--- config.mk ---
export PLATFORM = sky130hd
export DESIGN_NAME = seim_cell
export DESIGN_NICKNAME = d
export VERILOG_FILES = /design/src/hw/rtl/sorted_extent_insert_merge_top_defines.svh /design/src/hw/rtl/seim_pkg.sv /design/src/hw/rtl/seim_cell.sv
export SDC_FILE = /design/constraint.sdc
export NUM_CORES = 1
export LEC_CHECK = 0
export ABC_AREA = 1
export BUFFER_PORTS_ARGS = -buffer_cell sky130_fd_sc_hd__buf_2
export CAP_MARGIN = 20
export CORE_ASPECT_RATIO = 0.8
export CORE_UTILIZATION = 29
export DETAILED_ROUTE_END_ITERATION = 12
export PLACE_DENSITY_LB_ADDON = 0.1
export SETUP_SLACK_MARGIN = 0.05
export SYNTH_ARGS = -nofsm -noshare
export SYNTH_HDL_FRONTEND = slang
export SYNTH_SLANG_ARGS = --single-unit
--- constraint.sdc ---
create_clock -name clk -period 5.29 [get_ports clk]
set_input_delay 0.2645 -clock clk [delete_from_list [all_inputs] [get_ports clk]]
set_output_delay 0.2645 -clock clk [all_outputs]
set_load 0.1 [all_outputs]
--- src/hw/rtl/sorted_extent_insert_merge_top_defines.svh ---
// ----------------------------------------------------------------------------
// Sorted extent table: assertion macros
// Shared property forms used by the extent table top level.
// ----------------------------------------------------------------------------
`ifndef SORTED_EXTENT_INSERT_MERGE_TOP_DEFINES_SVH
`define SORTED_EXTENT_INSERT_MERGE_TOP_DEFINES_SVH

// Same-cycle implication, checked outside reset.
`define SEIM_ASSERT_NOW(lbl, ante, cons, msg) \
	lbl: assert property (@(posedge clk) disable iff (!arst_n) (ante) |-> (cons)) \
		else $error(msg);

// Next-cycle implication, checked outside reset.
`define SEIM_ASSERT_NEXT(lbl, ante, cons, msg) \
	lbl: assert property (@(posedge clk) disable iff (!arst_n) (ante) |=> (cons)) \
		else $error(msg);

`endif

--- src/hw/rtl/seim_pkg.sv ---
// ----------------------------------------------------------------------------
// Sorted extent table package
// Field widths, request and status codes, and the per-cell control types.
// ----------------------------------------------------------------------------
package seim_pkg;

	localparam int CNT_W  = 37;
	localparam int REQ_W  = 2;
	localparam int STAT_W = 2;
	localparam int XCNT_W = 7;
	localparam int OUT_DW = ((STAT_W + CNT_W + XCNT_W + 7) / 8) * 8;

	localparam logic [REQ_W-1:0] REQ_CLEAR  = 2'd0;
	localparam logic [REQ_W-1:0] REQ_APPEND = 2'd1;
	localparam logic [REQ_W-1:0] REQ_INSERT = 2'd2;

	localparam logic [STAT_W-1:0] STAT_DONE  = 2'd0;
	localparam logic [STAT_W-1:0] STAT_NOFIT = 2'd1;
	localparam logic [STAT_W-1:0] STAT_FULL  = 2'd2;

	localparam logic CFG_TABLE_END = 1'b0;
	localparam logic CFG_INIT_FREE = 1'b1;

	// Table update chosen for one item.
	typedef enum logic [2:0] {
		OP_NONE        = 3'd0,
		OP_CLEAR       = 3'd1,
		OP_APPEND      = 3'd2,
		OP_MERGE_NEXT  = 3'd3,
		OP_SET_END     = 3'd4,
		OP_SET_NEXT_LO = 3'd5,
		OP_NEW         = 3'd6
	} op_t;

	typedef struct packed {
		op_t  op;
		logic apply;
		logic sel;
		logic sel_prev;
		logic gt;
		logic occ;
		logic has_next;
		logic here;
	} cell_ctl_t;

	typedef struct packed {
		logic fit;
		logic left;
		logic right;
		logic has_next;
	} cell_flags_t;

endpackage

--- src/hw/rtl/seim_cell.sv ---
// ----------------------------------------------------------------------------
// Extent cell
// Holds one extent, checks whether the gap after it takes the request range,
// and shifts or rewrites its extent on the table update.
// ----------------------------------------------------------------------------
module seim_cell #(
	parameter int BLOCK_BITS = 36
) (
	input  logic                       clk,
	input  seim_pkg::cell_ctl_t        ctl,
	input  logic [BLOCK_BITS-1:0]      range_low,
	input  logic [BLOCK_BITS-1:0]      range_high,
	input  logic [seim_pkg::CNT_W-1:0] table_end,
	input  logic [BLOCK_BITS-1:0]      prev_start,
	input  logic [BLOCK_BITS-1:0]      prev_end,
	input  logic [BLOCK_BITS-1:0]      next_start,
	input  logic [BLOCK_BITS-1:0]      next_end,
	output logic [BLOCK_BITS-1:0]      ext_start,
	output logic [BLOCK_BITS-1:0]      ext_end,
	output seim_pkg::cell_flags_t      flags
);
	import seim_pkg::*;

	localparam int CMPW = (BLOCK_BITS + 1 > CNT_W) ? BLOCK_BITS + 1 : CNT_W;

	logic [BLOCK_BITS-1:0] start_q;
	logic [BLOCK_BITS-1:0] end_q;
	cell_flags_t           flags_q;
	logic [CMPW-1:0]       next_low;
	logic [CMPW-1:0]       after;
	logic [CMPW-1:0]       lo_x;
	logic [CMPW-1:0]       hi_x;

	// The gap after this extent runs up to the next extent, or to the table end.
	always_comb begin
		lo_x     = CMPW'(range_low);
		hi_x     = CMPW'(range_high);
		next_low = ctl.has_next ? CMPW'(next_start) : CMPW'(table_end);
		after    = CMPW'(end_q) + CMPW'(1);
	end

	always_ff @(posedge clk) begin
		flags_q.fit      <= ctl.occ && (hi_x < next_low) && (lo_x >= after);
		flags_q.left     <= (lo_x == after);
		flags_q.right    <= (hi_x + CMPW'(1) == next_low);
		flags_q.has_next <= ctl.has_next;
	end

	always_ff @(posedge clk) begin
		if (ctl.apply) begin
			case (ctl.op)
				OP_APPEND: begin
					if (ctl.here) begin
						start_q <= range_low;
						end_q   <= range_high;
					end
				end
				OP_MERGE_NEXT: begin
					if (ctl.sel) begin
						end_q <= next_end;
					end else if (ctl.gt) begin
						start_q <= next_start;
						end_q   <= next_end;
					end
				end
				OP_SET_END: begin
					if (ctl.sel) begin
						end_q <= range_high;
					end
				end
				OP_SET_NEXT_LO: begin
					if (ctl.sel_prev) begin
						start_q <= range_low;
					end
				end
				OP_NEW: begin
					if (ctl.sel_prev) begin
						start_q <= range_low;
						end_q   <= range_high;
					end else if (ctl.gt) begin
						start_q <= prev_start;
						end_q   <= prev_end;
					end
				end
				default: begin
				end
			endcase
		end
	end

	assign ext_start = start_q;
	assign ext_end   = end_q;
	assign flags     = flags_q;

endmodule

# == Yosys cells after proc, flatten, opt, wreduce, memory -nomap -nowiden ==
# Index checks and enable logic that the tools add are counted.
# totals
regBits,76
in_bits,264
output_inout_bits,76
word_cells,45
# classes
addsub,2
order_cmp,2
n_eq_ne,14
muxes,15
reduce_logical,6
# ops
operator,n
36-bit two-way mux,12
36-bit case mux with 4 select lines,2
"36-bit by 1-bit adder with 37-bit output, second input constant",2
36-bit by 37-bit equality test with 1-bit output,1
37-bit equality test,1
36-bit by 37-bit >= comparator with 1-bit output,1
36-bit by 37-bit less-than comparator with 1-bit output,1
37-bit two-way mux,1
"2-bit != test, second input constant",5
"3-bit equality test, second input constant",3
4-bit nonzero test,2
7-bit AND reduction,1
"3-bit by 2-bit equality test with 1-bit output, second input constant",2
"3-bit != test, second input constant",2
6-bit AND reduction,1
1-bit logical AND,2

# == Depth between registers and ports, before layout ==
# logic_depth
word_depth,4
depth_mapped,20
depth_no_buf,20

# == Worst setup path after synthesis ==
# No wires, ideal clock.
# synth_path
path_type,input-to-reg
startpoint,input port ctl[8] (netlist name)
endpoint,register start_q[0] (netlist: ext_start[0]) (enable)
setup_ns,0.519
arrival_time_ns,4.348
required_time_ns,4.771
slack_ns,0.423
path_stages,6
n_path_buf,1
cell_sequence,inv_1 -> nor2_1 -> nand3b_1 -> clkbuf_1 -> nor2_1 -> nor4_1
# synth_between
elab_chain_cells,3
elab_cells_between_ends,11
classes_between,eq/ne: 9; reduce/logical: 2
# synth_lines
item,line,source
start: declaration,seim_cell.sv:10,"input seim_pkg::cell_ctl_t ctl,"
3-bit equality test / 3-bit by 2-bit equality test with 1-bit output (equally long branches),seim_cell.sv:51,case (ctl.op)
3-bit != test (no source line) (tied with other cells),n/a,
7-bit AND reduction (no source line) (*),n/a,
end signal: assignment,seim_cell.sv:54,start_q <= range_low;
end signal: assignment,seim_cell.sv:62,start_q <= next_start;
end signal: assignment,seim_cell.sv:73,start_q <= range_low;
end: declaration,seim_cell.sv:26,logic [BLOCK_BITS-1:0] start_q;
# Mark *: on every way between the ends. The rest lies on a longest branch, timed or not.
# A chain may end at the register's enable or synchronous reset.

# == Final worst setup path ==
# layout_path
startpoint,register end_q[24] (netlist: ext_end[24])
endpoint,register flags_q (netlist bit flags[3])
# layout_between
elab_chain_cells,3
# layout_lines
item,line,source
start: declaration,seim_cell.sv:27,logic [BLOCK_BITS-1:0] end_q;
start signal: assignment,seim_cell.sv:55,end_q <= range_high;
start signal: assignment,seim_cell.sv:60,end_q <= next_end;
start signal: assignment,seim_cell.sv:63,end_q <= next_end;
36-bit by 1-bit adder with 37-bit output,seim_cell.sv:39,after = CMPW'(end_q) + CMPW'(1);
36-bit by 37-bit >= comparator with 1-bit output,seim_cell.sv:43,flags_q.fit <= ctl.occ && (hi_x < next_low) && (lo_x >= after);
1-bit logical AND,seim_cell.sv:43,
end: declaration,seim_cell.sv:28,cell_flags_t flags_q;
# Every way passes these cells.

==> metrics.md <==
| Metric | Value |
|---|---|
| Status | completed |
| RR Endpoint | flags[3] |
| Hold Path Sink | ext_end[7] |
| HP Class | in2reg |
| Hold depth | 3 |
| WL met2 | around 20 mm |
| Setup Crit Path Kind | reg2reg |
| Largest net degree at the start of global routing | 60 |
| CTS Hold Bufs | 0 |
| Overall power | roughly 2700 µW |
| Required time of the critical path | 5530 ps |
| Top post-synthesis cells by area | edfxtp_1 (24%), nand2_1 (18%), ha_1 (10%) |
| Post-route DRC | 0 |
| Crit end category | register |
| Filler cell count | roughly 3,500 |
| Die Y | about 160 µm |
| Final wirelength | 44.9 mm |
| Area Overhead vs Synth | 26.8% |
| # setup viols final | 0 |
| Peak supply drop | roughly 0.14 mV |
| TritonCTS buffer count | 9 |
| DPL Wire Length | ~38 mm |
| Post-synthesis instance area | about 9000 µm² |
| Vias in the first global route | 9,951 |
| Largest family of logic cells by synthesized area | simple AND/OR/NAND/NOR gates |
| Xor/xnor share of the synthesized area | 0.0427 |
| Post-CTS Setup Inserts | 0 |
| CP arrival | around 3600 ps |
| Highest metal used | met4 |
| Seq. cell area | 2240 µm² |
| Core area | 30,500 µm² |
| Compound-Gate Fraction of Synth Area | 0.123 |
| Crit-path max FO | 6 |
| Post-CTS sizing | 0 |
| Mapped Nets | 1,706 |
| Worst path depth | 17 |
| Initial DRC count | slightly below 800 |
| RSZ-0062 raised after global routing | false |
| H-tree levels | 3 |
| CP Cell Sequence | inv_1 > nor3_1 > nand4_1 > nor4_1 > xor2_1 > inv_1 > ha_1 > nand2_1 > nor2_1 > nand2_1 > nor3_1 > nand3_1 > nand2_1 > nand2_1 > nand3_1 > nor2_1 > nor2_1 |
| Avg Cell Area, Syn | 6.60 µm² |
| CTS Root Cell | clkbuf_16 |
| Cells on worst reg2reg path | 17 |
| Crit start category | register |
| TritonRoute pass-1 iters | 5 |
| Synth Warn # | 0 |
| Remaining Overflow, GRT | 0 |
| Wl on met1 | approximately 21 mm |
| Antenna violations before repair | 3 |
| Drt wl/cell | roughly 21 µm |
| Yosys cell types | 44 |
| Part of the Yosys area used for sequential elements | 0.248 |
| Ports | 340 |
| Site row count | 57 |
| Clk_lat worst skew | 360 ps |
| Cell area after placement | 11,100 µm² |
| Worst Min Path Start | next_end[7] |
| Delay-heaviest family, CP | simple AND/OR/NAND/NOR gates |
| WP buf/inv | 2 |
| Cell mode on critical path | nand2_1 |
| Yosys reg bits | 76 |
| Synth Area in Simple Gates | 0.361 |
| IO Port Bufs | 339 |
| Final setup skew | ~14 ps |
| Drt via density | 5.03 |
| Post-synthesis adder-cell area fraction | 0.103 |
| Overall routing resource usage | 0.278 |
| Period utilization | 0.641 |
| Synth Instances | 1,368 |
| Critical path's slowest cell | nor4_1 |
| DRT antenna net count | 0 |
| Global-route wire length before repair | 63.7 mm |
| Metal3 WL | 2.89 mm |
| CTS max path bufs | 2 |
| Period minus WS final | 3390 ps |
| Leakage power | 0.00599 µW |
| Max Cap Viol | 0 |
| Setup TNS | 0 ps |
| Die Area | around 32,000 µm² |
| Placer Congestion | 0.920 |
| FF-to-FF Start | ext_end[24] |
| Multi-input logic area | 5700 µm² |
| Multiplexer share of the synthesized area | 0 |
| Worst slew pin tran | 928 ps |
| R2R setup slack | 1900 ps |
| Die X | 199 µm |
| Slew Limit Fails | 0 |
| Initial Util | 0.296 |
| CP peak stage delay | 530 ps |
| Share of layout cells above drive strength 1 | 0.238 |
| Post-synth top area cell | edfxtp_1 |
| Pwr/cell area | ~230 nW/µm² |
| Worst-path clk slew | 80 ps |
| Via count | ~11,000 |
| Final Cell Area | 11,400 µm² |
| FMAX | ~0.29 GHz |
| Top cell type's share of synthesized area | 0.240 |
| Endpoints failing hold | 0 |
| TritonCTS clock tree | built |
| Slew margin rel. | 0.379 |
| Fin nets | slightly above 2,000 |
| Clk sinks | between 70 and 80 |
==> placed cells by master, fill, tap and decap left out, types with 3 or more instances in the layout <==
cell type / count
nand2_1: 419
buf_2: 339
inv_1: 235
nand3_1: 111
nor2_1: 105
ha_1: 74
edfxtp_1: 72
o221ai_1: 59
xor2_1: 36
a21oi_1: 34
nand4_1: 31
o211ai_1: 23
o21ai_0: 23
nor3_1: 20
clkbuf_16: 9
nand3b_1: 8
xnor2_1: 8
o21ai_1: 8
buf_4: 8
nand2_2: 7
nor2_4: 7
nor2_2: 5
nor4_1: 4
o21ai_2: 4
dfxtp_1: 4
inv_2: 3
or2_1: 3
nor2_8: 3
nand2_4: 3
==> worst min-delay path, delay by kind of cell <==
family / cells / cell delay, ps
buffers and inverters: 1 / 80
AOI/OAI and AO/OA: 1 / 50
and+or+nand+nor: 1 / 40
==> layer usage <==
metal | vias to the layer above | global-route usage
met3 | 30 | 0.0332
met1 | 4961 | 0.401
met5 | - | 0
met2 | 428 | 0.441
li1 | 5178 | -
met4 | 0 | 0.0570
==> synth_stat cells (all sizes together) <==
| cell type | n |
|---|---|
| nand2 | 429 |
| inv | 239 |
| nor2 | 120 |
| nand3 | 114 |
| ha | 74 |
| edfxtp | 72 |
| o221ai | 59 |
| xor2 | 36 |
| o21ai | 35 |
| a21oi | 34 |
| nand4 | 31 |
| nor3 | 23 |
| o211ai | 23 |
| clkbuf | 20 |
| buf | 19 |
| nand3b | 8 |
| xnor2 | 8 |
| nor4 | 5 |
| or2 | 5 |
| dfxtp | 4 |
| o21a | 2 |
| o31ai | 2 |
| a211oi | 1 |
| a21boi | 1 |
| and2 | 1 |
| and3 | 1 |
| o21bai | 1 |
| o31a | 1 |
==> kinds of logic (layout without fill, tap and decap cells) <==
logic type                 count (synthesis)  count (layout)
AOI/OAI and AO/OA                        159             159
xor gates and xnor gates                  44              44
adders and majority gates                 74              74
buffers and inverters                    278             602
DFF                                       76              76
other                                      0               2
and+or+nand+nor                          737             737
==> state kept, by name, summed over array words and instances, names as in the netlist <==
name and flops:
flags 4, ext_start 36, ext_end 36
==> metrics by stage <==
stage,setup WS (ps),hold WS [ps],instances,util
after floorplan,423,292,1368,-
after global placement,1920,557,2089,0.364
after detailed placement,1940,561,2089,0.364
after CTS,1930,186,2105,0.375
after global routing,1600,205,2107,0.375
final,1900,198,2107,0.375
==> layout make-up <==
| type | instances | area share |
|---|---|---|
| flip-flops and latches | 76 | 0.196 |
| well taps | 413 | 0.0452 |
| inverters | 239 | 0.0784 |
| diodes | 2 | 0.000437 |
| clock buffers | 9 | 0.0197 |
| clock inverters | 7 | 0.00864 |
| repair buffers | 347 | 0.154 |
| multi-input cells | 1014 | 0.498 |
==> power by group <==
| group | switching (µW) | internal [µW] |
|---|---|---|
| sequential | 50.1 | 730 |
| combinational | 893 | 294 |
| clock | 300 | 418 |
| total | 1240 | 1440 |
==> how the worst max path moves through the flow <==
stage | start | to | slack [ps]
after floorplan | ctl[8] | ext_start[0] | 420
after global placement | ext_end[15] | flags[3] | 1920
after detailed placement | ext_end[0] | flags[3] | 1940
after CTS | ext_end[15] | flags[3] | 1930
after global routing | ext_end[0] | flags[3] | 1600
final | ext_end[24] | flags[3] | 1900
No activity file was read; power rests on OpenSTA's default activity.
